<file path="src/hw/rtl/stsc_pkg.sv">
`timescale 1ns / 1ps
// ----------------------------------------------------------------------------
// stsc_pkg
// Shared constants and types for the subarray target sum counter.
// ----------------------------------------------------------------------------
package stsc_pkg;

  localparam int MAX_LEN     = 1024;
  localparam int TABLE_DEPTH = 2048;
  localparam int ADDR_W      = $clog2(TABLE_DEPTH);
  localparam int VALUE_W     = 16;
  localparam int SUM_W       = 27;
  localparam int TOTAL_W     = 20;
  localparam int CNT_W       = 11;
  localparam int SEEN_W      = $clog2(MAX_LEN) + 1;
  localparam int EPOCH_W     = 8;

  // multiplicative hash: slot is product bits [HASH_SHIFT +: ADDR_W]
  localparam int HASH_SHIFT = 7;
  localparam int HASH_W     = HASH_SHIFT + ADDR_W;
  localparam logic [31:0] HASH_MULT = 32'h9E37_79B1;

  typedef struct packed {
    logic [EPOCH_W-1:0] epoch;
    logic [SUM_W-1:0]   key;
    logic [CNT_W-1:0]   cnt;
  } entry_t;

  localparam int ENTRY_W = $bits(entry_t);

endpackage

</file>
<file path="src/hw/rtl/stsc_hash.sv">
`timescale 1ns / 1ps
// ----------------------------------------------------------------------------
// stsc_hash
// Multiplicative hash of a prefix key to its home slot in the table.
// ----------------------------------------------------------------------------
module stsc_hash (
  input  logic [stsc_pkg::SUM_W-1:0]  key,
  output logic [stsc_pkg::ADDR_W-1:0] slot
);

  logic [2*stsc_pkg::HASH_W-1:0] prod;

  // only the low product bits reach the slot, so narrow operands suffice
  assign prod = {{stsc_pkg::HASH_W{1'b0}}, key[stsc_pkg::HASH_W-1:0]}
              * {{stsc_pkg::HASH_W{1'b0}}, stsc_pkg::HASH_MULT[stsc_pkg::HASH_W-1:0]};
  assign slot = prod[stsc_pkg::HASH_SHIFT +: stsc_pkg::ADDR_W];

endmodule

</file>
<file path="config.mk">
export PLATFORM = sky130hd
export DESIGN_NAME = stsc_hash
export DESIGN_NICKNAME = d
export VERILOG_FILES = /design/src/hw/rtl/stsc_pkg.sv /design/src/hw/rtl/stsc_hash.sv
export SDC_FILE = /design/constraint.sdc
export NUM_CORES = 1
export LEC_CHECK = 0
export BUFFER_PORTS_ARGS = -buffer_cell sky130_fd_sc_hd__buf_4
export CORE_MARGIN = 2
export CORE_UTILIZATION = 60
export DETAILED_ROUTE_END_ITERATION = 12
export MAX_ROUTING_LAYER = met4
export PLACE_DENSITY = 0.88
export RECOVER_POWER = 100
export SLEW_MARGIN = 20
export SYNTH_ARGS = -nofsm -noshare
export SYNTH_HDL_FRONTEND = slang
export SYNTH_SLANG_ARGS = --single-unit
export TNS_END_PERCENT = 100
</file>
<file path="constraint.sdc">
create_clock -name vclk -period 9.7
set_input_delay 0.485 -clock vclk [all_inputs]
set_output_delay 0.485 -clock vclk [all_outputs]
set_load 0.01 [all_outputs]
</file>
==> results.md, run 1 <==
* Setup violations, final at 0
* Setup crit start kind: primary input
* Area of the multi-input gates at 2070 um2
* Layout cell share with drive strength beyond 1 at 0.0783
* Top cell type's share of synthesized area at 0.336
* Arr. time, crit path at 4.98 ns
* Rel. slew slack at 0.572
* Syn Area/Cell at 9.44 um2
* Fin. Hold Viols at 0
* Min Tclk post-route at 5.46 ns
* Vias in the first global route at 1726
* Max Freq at 0.183 GHz
* Hold_sp: key[4]
* Detailed-route DRC error count at 0
* Worst setup EP type: output port
* Sequential element share of the synthesized area at 0
* Actual transition at the worst max-transition pin at 0.642 ns
* Worst min path class: in2out
* Detailed Route WL at 4180 um
* Remaining antenna violation count at 0
* Design area at 2620 um2
* Hold WS at 1.64 ns
* First-pass GRT wire length at 7400 um
* Synth Instances at 252
* Die H at 67.0 um
* Ports at 38
* I/O Buffers at 29
* MaxCap Viol Count at 0
* Setup TNS at 0 ns
* Wire per inst at 12.7 um
* Cell area after synthesis at 2380 um2
* Register area at 0 um2
* Largest net degree at the start of global routing at 11
* WHS Endpoint: slot[0]
* Post-synth cell types at 23
* Area growth, synth to finish at 10.1%
* RSZ-0062 raised after global routing: no
* Detailed Place HPWL at 3870 um
* Post-DP Area at 2660 um2
* FFs & Latches at 0
* Yosys top cell by area: fa_1
* Worst Setup SP: key[7]
* Total die area at 4490 um2
* Top post-synthesis cells by count: inv_1, ha_1, fa_1, xnor2_1
* Run status: completed
* Drt via density at 5.03
* Gpl congestion at 0.823
* CP Data Required Time at 9.22 ns
* Kind of critical path: in2out
* Ant diodes at 0
* Core area at 3740 um2
* Vias post-DR at 1655
* Post-Syn Nets at 382
* Ys Warns at 0
* GRT overflow at 0
* Post-CTS setup buffer count at 0
* Post-layout nets at 413
* Site row count at 22
* Critical-path maximum fanout at 5
* Die Wd at 67.0 um
* Post-cts resize count at 0
* Count leader, synth: inv_1
* CLK BUF at 0
* Cts hold-fix bufs at 0
* Initial antenna violation count at 0
* Cell count of the worst hold path at 4
* Initial Util at 0.636
* GRT Total Usage at 0.220
* Util after Layout at 0.700
* Detailed Routing Iterations Pass 1 at 5
* Top cells by area, synth: fa_1, ha_1, inv_1
* DRT iter0 DRCs at 28
* Fin. max-slew vios at 0
* Period utilization at 0.563
* Fillers at 301
## logic make-up after synthesis
| group | after synthesis | synth area share |
|---|---|---|
| buf+inv | 82 | 0.129 |
| xor+xnor | 32 | 0.118 |
| simple gates | 16 | 0.0368 |
| fa+ha+maj | 103 | 0.668 |
| compound gates | 19 | 0.0484 |
## layout by cell type, fill, tap and decap left out, types with 2 or more instances in the layout
master	synthesis	final
a21boi_0	2	2
a21o_1	2	2
a21oi_1	8	8
buf_4	0	19
clkbuf_1	0	10
fa_1	40	40
ha_1	63	63
inv_1	82	82
nand3_1	3	3
nor2_1	3	3
nor2b_1	2	2
nor3_1	2	2
o21ai_0	3	3
xnor2_1	24	24
xor2_1	8	8
## how the worst max path moves through the flow
| stage | slack (ns) | cells past startpoint | to |
|---|---|---|---|
| after floorplan | 4.68 | 16 | slot[10] |
| after global placement | 4.32 | 18 | slot[10] |
| after detailed placement | 4.25 | 18 | slot[10] |
| after CTS | 4.26 | 18 | slot[10] |
| after global routing | 4.03 | 18 | slot[10] |
| final | 4.24 | 18 | slot[10] |
## through the flow
step	std cells	setup WS, ns
after floorplan	252	4.68
after global placement	329	4.32
after detailed placement	329	4.25
after CTS	329	4.26
after global routing	329	4.03
final	329	4.24
## worst max-delay path, stage by stage
cell and delay (ns):
buf_4 0.14, ha_1 0.28, inv_1 0.05, fa_1 0.49, inv_1 0.05, fa_1 0.52, fa_1 0.44, fa_1 0.55
inv_1 0.06, fa_1 0.53, inv_1 0.05, ha_1 0.33, a21oi_1 0.19, a21boi_0 0.15, o21a_1 0.18, o21ai_0 0.19
xnor2_1 0.14, clkbuf_1 0.16
## per-layer routing
metal,track usage,up-vias,part of all wire
met3,0,4,0.026
met4,0,0,0.0053
li1,-,833,-
met1,0.294,785,0.46
met5,-,-,0
met2,0.406,33,0.51
## layout make-up
type / instances / area share
Tap cell: 48 / 0.0229
Multi-Input combinational cell: 170 / 0.791
Inverter: 82 / 0.117
Timing Repair Buffer: 29 / 0.0688
Power of run 1 is left out: the tool's default activity adds up to more than one toggle a clock period on the data nets, which glitch-free logic cannot reach.
==> run 2: changes to the inputs <==
clock period = 5.55 ns   (was 9.7 ns; I/O delays follow)
==> run 2 against run 1 <==
Non-clock buffer count unchanged. Count of clock-buffer cells in the layout unchanged. Global-route usage increased by 0.67 points. Die area unchanged. Final cell count unchanged. Via count increased by 1.3%. Routed wire length increased by 1.2%. Flip-flop and latch count unchanged. Worst hold slack got worse by 0.37 ns. Utilization unchanged. Critical path depth unchanged. Highest routed layer unchanged.
==> results.md, run 2 (synthesis gave the netlist of run 1 again) <==
* Fillers at 314
* Remaining antenna violation count at 0
* Actual transition at the worst max-transition pin at 0.589 ns
* Kind of critical path: in2out
* Setup violations, final at 0
* Area growth, synth to finish at 10.1%
* Largest net degree at the start of global routing at 11
* GRT overflow at 0
* Critical-path maximum fanout at 5
* First-pass GRT wire length at 7640 um
* Detailed Place HPWL at 3980 um
* Die Wd at 67.0 um
* Setup crit start kind: primary input
* Vias post-DR at 1677
* Detailed Routing Iterations Pass 1 at 4
* Cell count of the worst hold path at 4
* MaxCap Viol Count at 0
* Register area at 0 um2
* Min Tclk post-route at 5.07 ns
* Period utilization at 0.914
* Cts hold-fix bufs at 0
* Post-layout nets at 413
* Detailed Route WL at 4230 um
* Fin. max-slew vios at 0
* Ports at 38
* GRT Total Usage at 0.227
* Initial antenna violation count at 0
* Post-CTS setup buffer count at 0
* FFs & Latches at 0
* Total die area at 4490 um2
* Arr. time, crit path at 4.79 ns
* DRT iter0 DRCs at 16
* Most frequent cells in the layout: inv_1, ha_1, fa_1
* Layout cell share with drive strength beyond 1 at 0.0783
* Vias in the first global route at 1845
* I/O Buffers at 29
* Fin. Hold Viols at 0
* Max Freq at 0.197 GHz
* Initial Util at 0.636
* Worst setup EP type: output port
* Most common cell after layout, fill and taps aside: inv_1
* Wire per inst at 12.9 um
* Site row count at 22
* CP Data Required Time at 5.27 ns
* Die H at 67.0 um
* Core area at 3740 um2
* Detailed-route DRC error count at 0
* CLK BUF at 0
* Ant diodes at 0
* Setup TNS at 0 ns
* Run status: completed
* Gpl congestion at 0.847
* Worst min path class: in2out
* Drt via density at 5.10
* Rel. slew slack at 0.608
* RSZ-0062 raised after global routing: no
* Post-cts resize count at 0
-- run 2: path summary, 6_finish.rpt --
path	to	slack, ns	start
worst min-delay path	slot[0]	1.27	key[4]
worst max-delay path	slot[10]	0.48	key[7]
-- run 2: layer usage --
| metal | part of all wire | GRT usage |
|---|---|---|
| met1 | 0.44 | 0.272 |
| met2 | 0.53 | 0.433 |
| met3 | 0.024 | 0.0118 |
| met4 | 0.0069 | 0.0255 |
| met5 | 0 | - |
-- run 2: critical path, stage by stage --
cell and delay (ns):
buf_4 0.14, ha_1 0.28, inv_1 0.06, fa_1 0.49
inv_1 0.05, fa_1 0.51, fa_1 0.44, fa_1 0.56
inv_1 0.06, fa_1 0.53, inv_1 0.04, ha_1 0.33
a21oi_1 0.18, a21boi_0 0.13, o21a_1 0.18, o21ai_0 0.20
xnor2_1 0.15, clkbuf_1 0.17
-- run 2: through the flow --
stage	hold slack, ns	instances	worst slack, ns	cell area [um2]	utilization
6_report	1.27	329	0.479	2620	0.700
5_1_grt	1.30	329	0.246	2620	0.700
4_1_cts	1.27	329	0.485	2660	0.710
3_5_place_dp	1.26	329	0.469	2660	0.710
3_3_place_gp	1.22	329	0.594	2660	0.710
2_1_floorplan	0.951	252	0.946	2380	-
-- run 2: final cells by class --
cell class	count	area [um2]	share of cell area
Inverter	82	308	0.117
Multi-Input combinational cell	170	2070	0.791
Tap cell	48	60.1	0.0229
Timing Repair Buffer	29	180	0.0688
Power of run 2 is left out for the same reason.
