==> src/hw/rtl/stsc_ram.sv <==
`timescale 1ns / 1ps
// ----------------------------------------------------------------------------
// stsc_ram
// Simple dual-port synchronous RAM, one write and one registered read port.
// ----------------------------------------------------------------------------
module stsc_ram #(
  parameter int WIDTH = 8,
  parameter int DEPTH = 16
) (
  input  logic                     clk,
  input  logic                     we,
  input  logic [$clog2(DEPTH)-1:0] waddr,
  input  logic [WIDTH-1:0]         wdata,
  input  logic [$clog2(DEPTH)-1:0] raddr,
  output logic [WIDTH-1:0]         rdata
);

  logic [WIDTH-1:0] mem [DEPTH];

  // write port
  always_ff @(posedge clk) begin
    if (we) begin
      mem[waddr] <= wdata;
    end
  end

  // registered read port
  always_ff @(posedge clk) begin
    rdata <= mem[raddr];
  end

endmodule

==> config.mk <==
export PLATFORM = sky130hd
export DESIGN_NAME = stsc_ram
export DESIGN_NICKNAME = d
export VERILOG_FILES = /design/src/hw/rtl/stsc_ram.sv
export SDC_FILE = /design/constraint.sdc
export NUM_CORES = 1
export LEC_CHECK = 0
export ABC_AREA = 1
export BUFFER_PORTS_ARGS = -buffer_cell sky130_fd_sc_hd__buf_2
export CORE_UTILIZATION = 23
export CTS_CLUSTER_DIAMETER = 120
export CTS_CLUSTER_SIZE = 12
export DETAILED_ROUTE_END_ITERATION = 12
export GPL_TIMING_DRIVEN = 0
export PLACE_DENSITY = 0.45
export SLEW_MARGIN = 20
export SYNTH_ARGS = -nofsm -noshare
export SYNTH_HDL_FRONTEND = slang
export SYNTH_SLANG_ARGS = --single-unit
==> constraint.sdc <==
create_clock -name clk -period 1.45 [get_ports clk]
set_input_delay 0.0725 -clock clk [delete_from_list [all_inputs] [get_ports clk]]
set_output_delay 0.0725 -clock clk [all_outputs]
set_load 0.1 [all_outputs]
==> results of run 1 <==
[sequential cells by signal, indices dropped and copies added, names as in the netlist]
register,cells
rdata,8
mem,128
[per-layer routing]
layer | vias up | wire length, um | share of wire [%]
met1 | 1723 | 7456 | 49
li1 | 1854 | - | -
met2 | 94 | 6864 | 45
met5 | - | 0 | 0
met3 | 18 | 601 | 4.0
met4 | 0 | 226 | 1.5
[power by group]
part / switching, mW / internal, mW
Combinational: 0.598 / 0.169
Sequential: 0.0224 / 4.40
Clock: 1.66 / 3.04
[placed cells by master (no fill, tap or decap)]
| master | synthesis | routed |
|---|---|---|
| nand2_1 | 173 | 173 |
| edfxtp_1 | 128 | 128 |
| inv_1 | 100 | 100 |
| nand3_1 | 97 | 97 |
| buf_2 | 13 | 35 |
| nor2_1 | 17 | 17 |
| clkbuf_16 | 0 | 17 |
| dfxtp_1 | 8 | 8 |
| buf_6 | 6 | 6 |
| bufinv_16 | 0 | 5 |
| buf_4 | 4 | 4 |
| clkinv_4 | 0 | 3 |
| clkinv_1 | 0 | 3 |
| inv_2 | 2 | 2 |
| nand3b_1 | 2 | 2 |
| clkinvlp_4 | 0 | 2 |
| clkbuf_1 | 0 | 2 |
| buf_1 | 1 | 1 |
[cells by family (layout without fill, tap and decap cells)]
logic type	count (synthesis)	in the layout	share of synthesized area [%]
flip-flops	136	136	69.43
AND/OR/NAND/NOR	289	289	21.05
buffers and inverters	126	180	9.525
[synth_stat cells]
master and count:
buf_1 1, buf_2 13, buf_4 4, buf_6 6, dfxtp_1 8, edfxtp_1 128, inv_1 100, inv_2 2
nand2_1 173, nand3_1 97, nand3b_1 2, nor2_1 17
[through the flow]
step / instance area (um2) / worst slack, ns / instances / power, mW / hold WS [ns]
6_report: 6918 / 0.1858 / 929 / 9.882 / 0.08248
5_1_grt: 6918 / 0.1450 / 929 / 10.15 / 0.09892
4_1_cts: 6918 / 0.1653 / 929 / 9.942 / 0.08523
3_5_place_dp: 6282 / -0.2496 / 897 / 5.276 / 0.5260
3_3_place_gp: 6282 / -0.2259 / 897 / 5.276 / 0.5272
2_1_floorplan: 5767 / 0.4267 / 551 / 4.994 / 0.1714
[layout make-up]
type,instances,area (um2)
Timing Repair Buffer,22,110.1
Buffer,24,166.4
Clock buffer,19,432.9
Sequential cell,136,4004
Inverter,102,382.9
Tap cell,324,405.4
Multi-Input combinational cell,289,1214
Fill cell,2539,17540
Clock inverter,13,202.7
[final timing paths]
kind | from | endpoint | slack [ns] | depth (start not counted)
min | wdata[4] | mem[14][4] | 0.08 | 1
min reg2reg | mem[12][4] | rdata[4] | 0.71 | 6
max reg2reg | mem[8][2] | rdata[2] | 0.39 | 6
max | rdata[5] | rdata[5] | 0.19 | 1
==> results.json, run 1 <==
{
  "die_height_um": 160.3,
  "io_buffers": 22,
  "fin_crit_sh_pct": 87.19,
  "holdCritPathClass": "in2reg",
  "critPathMaxStageDelay_ns": 0.43,
  "power.leakage_nw": 2.911,
  "ir_drop_v": 0.0008216,
  "yosys_warnings": 0,
  "path_buf_inv": 1,
  "finalClockSkew_ns": 0.009929,
  "cts_root_buf": "clkbuf_16",
  "drive_gt1_share_pct": 12.23,
  "grt_max_degree": 17,
  "drc_errors": 0,
  "busiest_layer": "met2",
  "worst_setup_path_end_kind": "primary output",
  "setup_viol": 0,
  "pin_count": 26,
  "antenna_found_initial": 0,
  "cts_setup_buffers": 0,
  "vias": 3689,
  "die_w_um": 160.3,
  "arrival_ns": 1.19,
  "track_usage_pct": 12.32,
  "synth_area_leader_cell": "edfxtp_1",
  "clk_latency_ns": 0.42,
  "diodes": 0,
  "cts_resized": 0,
  "fmax_mhz": 791.0,
  "holdBufCountCts": 0,
  "grt-ovfl-total": 0,
  "syn_avg_cell_area_um2": 10.47,
  "gp_congestion": 0.8256,
  "synth_area_um2": 5767,
  "met3_usage_pct": 2.479,
  "tightest_slew_ns": 1.120,
  "maxCapViolations": 0,
  "cts_max_level": 4,
  "via_per_inst": 3.971,
  "use_met1_pct": 17.09,
  "hold_viol_final": 0,
  "cts_num_sinks": 136,
  "cts_buffers": 17,
  "synth.area.top_cells": "edfxtp_1, nand2_1, nand3_1",
  "die_area_um2": 25710,
  "cp_max_fo": 1,
  "met2_usage_pct": 19.03,
  "period_needed_ns": 1.264,
  "postRouteAntennaNets": 0,
  "initial_core_util_pct": 23.57,
  "dp_hpwl_mm": 10.10,
  "synthCells": 551,
  "coreArea_um2": 24460,
  "cp_data_required_time_ns": 1.38,
  "max_slew_margin_pct": 25.03,
  "grt_setup_unrepaired": "false",
  "nets": 610,
  "synth_seq_cells": 136,
  "grt_pass1_vias": 3595,
  "fin_tns_setup_ns": 0,
  "crit_chain": "buf_2",
  "rows": 57,
  "synth_top_cell_area_share_pct": 66.65,
  "critical-path-top-delay-family": "buffers and inverters",
  "ys_types": 12,
  "cts_tree": "done",
  "drt_iter0_markers": 204,
  "firstDrtPassIters": 5,
  "clk_pin_slew_ns": 0.06,
  "status": "completed",
  "crit_path_top_delay_cell": "buf_2",
  "post_drt_wl_per_cell_um": 16.31,
  "seq_area_frac_synth_pct": 69.43,
  "area_growth_pct": 19.96,
  "wirelength_mm": 15.15,
  "clockBufferDepth": 2,
  "drv_slew": 0,
  "grt_pass1_wl_mm": 22.58,
  "mappedNetlistNets": 569,
  "power.density_nw_per_um2": 1428,
  "crit_type": "reg2out",
  "utilization_pct": 28.28,
  "critPathLaunchType": "flop"
}
Power figures use the tool's default switching activity.
==> inputs of run 2 (changes only) <==
--- a/config.mk
+++ b/config.mk
@@ -13,6 +13,7 @@
 export DETAILED_ROUTE_END_ITERATION = 12
 export GPL_TIMING_DRIVEN = 0
 export PLACE_DENSITY = 0.45
+export RECOVER_POWER = 100
 export SLEW_MARGIN = 20
 export SYNTH_ARGS = -nofsm -noshare
 export SYNTH_HDL_FRONTEND = slang
==> results.json, run 2 (synthesis results as in run 1) <==
{
  "hold_viol_final": 0,
  "wirelength_mm": 15.14,
  "met3_usage_pct": 2.479,
  "worst_setup_path_end_kind": "primary output",
  "pin_count": 26,
  "via_per_inst": 3.971,
  "regArea_um2": 4004,
  "max_slew_margin_pct": 24.83,
  "antenna_found_initial": 0,
  "cts_num_sinks": 136,
  "post_drt_wl_per_cell_um": 16.30,
  "drive_gt1_share_pct": 10.41,
  "dp_hpwl_mm": 10.10,
  "most-common-layout-cells": "nand2_1, edfxtp_1, inv_1, nand3_1",
  "use_met1_pct": 17.09,
  "holdCritPathClass": "in2reg",
  "drt_iter0_markers": 199,
  "die_w_um": 160.3,
  "grt-ovfl-total": 0,
  "clockBufferDepth": 2,
  "cts_root_buf": "clkbuf_16",
  "path_buf_inv": 1,
  "vias": 3689,
  "grt_setup_unrepaired": "false",
  "rrSetupSlack_ns": 0.39,
  "setup_viol": 0,
  "top_regs": "mem x128, rdata x8",
  "coreArea_um2": 24460,
  "track_usage_pct": 12.32,
  "period_needed_ns": 1.299,
  "critPathMaxStageDelay_ns": 0.46,
  "grt_pass1_wl_mm": 22.58,
  "finalClockSkew_ns": 0.009255,
  "cp_data_required_time_ns": 1.38,
  "die_height_um": 160.3,
  "initial_core_util_pct": 23.57,
  "fmax_mhz": 769.8,
  "cts_resized": 0,
  "largest_register_ffs": 128,
  "critPathLaunchType": "flop",
  "multi_input_area_um2": 1214,
  "status": "completed",
  "drc_errors": 0,
  "cts_tree": "done",
  "arrival_ns": 1.23,
  "diodes": 0,
  "met2_usage_pct": 19.03,
  "postLayoutSetupSlackWorst_ns": 0.1510,
  "regMostFlops": "mem",
  "fin_crit_sh_pct": 89.58,
  "crit_path_top_delay_cell": "clkbuf_2",
  "power.leakage_nw": 2.881,
  "cts_setup_buffers": 0,
  "cts_buffers": 17,
  "die_area_um2": 25710,
  "ir_drop_v": 0.0008206,
  "cp_max_fo": 1,
  "crit_type": "reg2out",
  "io_buffers": 22,
  "fill_cells": 2534,
  "power.density_nw_per_um2": 1430,
  "clk_latency_ns": 0.42,
  "maxCapViolations": 0,
  "layout_commonest_cell": "nand2_1",
  "postRouteAntennaNets": 0,
  "fin_tns_setup_ns": 0,
  "crit_chain": "clkbuf_2",
  "cts_max_level": 4,
  "drv_slew": 0,
  "critical-path-top-delay-family": "buffers and inverters",
  "holdBufCountCts": 0,
  "gp_congestion": 0.8256,
  "grt_max_degree": 17,
  "clk_pin_slew_ns": 0.06,
  "layout.cells.non_filler": 929,
  "busiest_layer": "met2",
  "tightest_slew_ns": 1.123,
  "firstDrtPassIters": 5,
  "grt_pass1_vias": 3595,
  "area_growth_pct": 19.72,
  "place_ws_ns": -0.2496,
  "nets": 610,
  "placed_cells": 897,
  "rows": 57
}
==> run 2: changes by cell type in the layout (fill, tap and decap cells not counted), sizes merged <==
cell    delta
clkbuf    +19
buf       -19
==> run 2: layer usage <==
layer	wire length, um	up-vias
met1	7481	1721
met5	0	-
met3	574	19
met4	229	0
li1	-	1854
met2	6855	95
==> run 2: report_power, final <==
group | switching [mW] | leakage [nW] | internal, mW
clock network | 1.65 | 0.300 | 3.04
logic | 0.599 | 1.36 | 0.163
registers | 0.0234 | 1.22 | 4.40
==> run 2: cell type report <==
| class | instances | area share, % |
|---|---|---|
| Tap cell | 324 | 5.872 |
| Inverter | 102 | 5.545 |
| Multi-Input combinational cell | 289 | 17.58 |
| Clock inverter | 13 | 2.936 |
| Buffer | 24 | 2.410 |
| Clock buffer | 19 | 6.270 |
| Sequential cell | 136 | 57.99 |
| Timing Repair Buffer | 22 | 1.395 |
==> run 2: final timing paths <==
kind,from,endpoint,cells after the start
worst max-delay path,rdata[5],rdata[5],1
worst min-delay path,raddr[2],rdata[0],4
worst max register to register,mem[8][2],rdata[2],6
worst min register to register,mem[12][4],rdata[4],6
==> run 2: worst min-delay path, delay by kind of cell <==
family	cells	cell delay [ns]
simple gates	3	0.26
buf+inv	1	0.15
==> run 2: per-stage QoR <==
| step | power (mW) | utilization [%] | hold slack [ns] | instance area [um2] |
|---|---|---|---|---|
| 3_3_place_gp | 5.276 | 25.68 | 0.5272 | 6282 |
| 6_report | 9.875 | 28.22 | 0.1108 | 6904 |
| 4_1_cts | 9.942 | 28.28 | 0.08523 | 6918 |
| 3_5_place_dp | 5.276 | 25.68 | 0.5260 | 6282 |
| 5_1_grt | 10.14 | 28.22 | 0.1360 | 6904 |
| 2_1_floorplan | 4.994 | - | 0.1714 | 5767 |
==> inputs of run 3 (changes only) <==
--- a/config.mk
+++ b/config.mk
@@ -7,12 +7,13 @@
 export LEC_CHECK = 0
 export ABC_AREA = 1
 export BUFFER_PORTS_ARGS = -buffer_cell sky130_fd_sc_hd__buf_2
-export CORE_UTILIZATION = 23
+export CORE_ASPECT_RATIO = 0.7
+export CORE_UTILIZATION = 65
 export CTS_CLUSTER_DIAMETER = 120
 export CTS_CLUSTER_SIZE = 12
 export DETAILED_ROUTE_END_ITERATION = 12
 export GPL_TIMING_DRIVEN = 0
-export PLACE_DENSITY = 0.45
+export PLACE_DENSITY = 0.92
 export RECOVER_POWER = 100
 export SLEW_MARGIN = 20
 export SYNTH_ARGS = -nofsm -noshare
==> results.json, run 3 (synthesis results as in run 1) <==
{
  "status": "completed",
  "area_growth_pct": 15.01,
  "holdCritPathClass": "in2reg",
  "initial_core_util_pct": 67.74,
  "pin_count": 26,
  "crit_chain": "clkbuf_2",
  "clk_latency_ns": 0.42,
  "largest_register_ffs": 128,
  "reg2regPathDepth": 6,
  "holdPathStages": 4,
  "cts_setup_buffers": 0,
  "worst-path-stages": 1,
  "grt-ovfl-total": 0,
  "firstDrtPassIters": 6,
  "drive_gt1_share_pct": 10.41,
  "wirelength_mm": 14.21,
  "drc_errors": 0,
  "drt_iter0_markers": 657,
  "power.leakage_nw": 2.888,
  "setup_viol": 0,
  "crit_type": "reg2out",
  "fill_cells": 542,
  "top_regs": "mem x128, rdata x8",
  "placed_cells": 693,
  "fmax_mhz": 800.3,
  "cts_max_level": 4,
  "postLayoutSetupSlackWorst_ns": 0.2004,
  "ir_drop_v": 0.001265,
  "cp_max_fo": 1,
  "die_w_um": 114.6,
  "dp_hpwl_mm": 9.110,
  "critPathMaxStageDelay_ns": 0.45,
  "clk_pin_slew_ns": 0.05,
  "grt_pass1_vias": 3927,
  "die_area_um2": 9259,
  "cts_resized": 0,
  "rows": 28,
  "power.density_nw_per_um2": 1472,
  "worst_setup_path_end_kind": "primary output",
  "drv_slew": 0,
  "cp_data_required_time_ns": 1.38,
  "place_ws_ns": -0.1362,
  "critPathLaunchType": "flop",
  "post_drt_wl_per_cell_um": 19.61,
  "cts_root_buf": "clkbuf_16",
  "vias": 4153,
  "fin_crit_sh_pct": 86.18,
  "nets": 610,
  "coreArea_um2": 8513,
  "layout.cells.non_filler": 725,
  "critical-path-top-delay-family": "buffers and inverters",
  "via_per_inst": 5.728,
  "layout_commonest_cell": "nand2_1",
  "grt_pass1_wl_mm": 21.38,
  "max_slew_margin_pct": 31.18,
  "holdBufCountCts": 0,
  "arrival_ns": 1.18,
  "maxCapViolations": 0,
  "hold_viol_final": 0,
  "grt_setup_unrepaired": "false",
  "die_height_um": 80.81,
  "finalClockSkew_ns": 0.007796,
  "regMostFlops": "mem",
  "io_buffers": 22,
  "crit_path_top_delay_cell": "clkbuf_2",
  "cts_tree": "done",
  "gp_congestion": 0.8818,
  "postRouteAntennaNets": 0,
  "grt_max_degree": 17,
  "path_buf_inv": 1,
  "cts_buffers": 17,
  "track_usage_pct": 33.90,
  "diodes": 0,
  "period_needed_ns": 1.250,
  "antenna_found_initial": 0,
  "clockBufferDepth": 2,
  "tightest_slew_ns": 1.028,
  "cts_num_sinks": 136,
  "most-common-layout-cells": "nand2_1, edfxtp_1, inv_1, nand3_1"
}
run 3: cell types whose count changed in the layout (fill, tap and decap cells not counted):
cell,previous run,this run
clkinv_2,0,4
clkinv_4,3,0
clkinvlp_4,2,0
buf_2,16,17
clkbuf_1,13,14
clkinv_1,3,2
run 3: area by class of cell:
class,count,area [um2],share of cell area (%)
buffer,24,166.4,2.509
clock buffer,21,440.4,6.640
clock inverter,11,177.7,2.679
inverter,102,382.9,5.772
multi-input combinational,289,1214,18.30
sequential,136,4004,60.37
tap,120,150.1,2.264
timing repair buffer,22,97.59,1.471
run 3: stage by stage:
stage	util, %	power, mW	setup TNS [ns]	hold WS (ns)	instance area (um2)
CTS	78.06	9.735	0	0.06100	6645
detailed placement	70.80	5.241	-3.926	0.4962	6027
global route	77.91	9.966	0	0.1120	6633
floorplan	-	4.994	0	0.1714	5767
global placement	70.80	5.214	-1.675	0.4924	6027
finish	77.91	9.760	0	0.1036	6633
run 3: final timing paths:
kind / startpoint / to / slack (ns)
worst max-delay path: rdata[1] / rdata[1] / 0.20
worst min-delay path: raddr[2] / rdata[1] / 0.10
worst max register to register: mem[1][4] / rdata[4] / 0.38
worst min register to register: mem[9][2] / rdata[2] / 0.71
run 3: power breakdown:
group	total, mW	switching [mW]	internal [mW]
clock network	4.57	1.55	3.02
logic	0.766	0.603	0.164
registers	4.42	0.0241	4.40
total	9.76	2.17	7.59
run 3: per-layer routing:
layer,global-route usage (%),part of all wire (%),up-vias
met5,0,0,-
met4,13.38,2.2,0
met3,11.42,15,30
met2,50.30,43,320
met1,46.95,39,1945
li1,-,-,1858
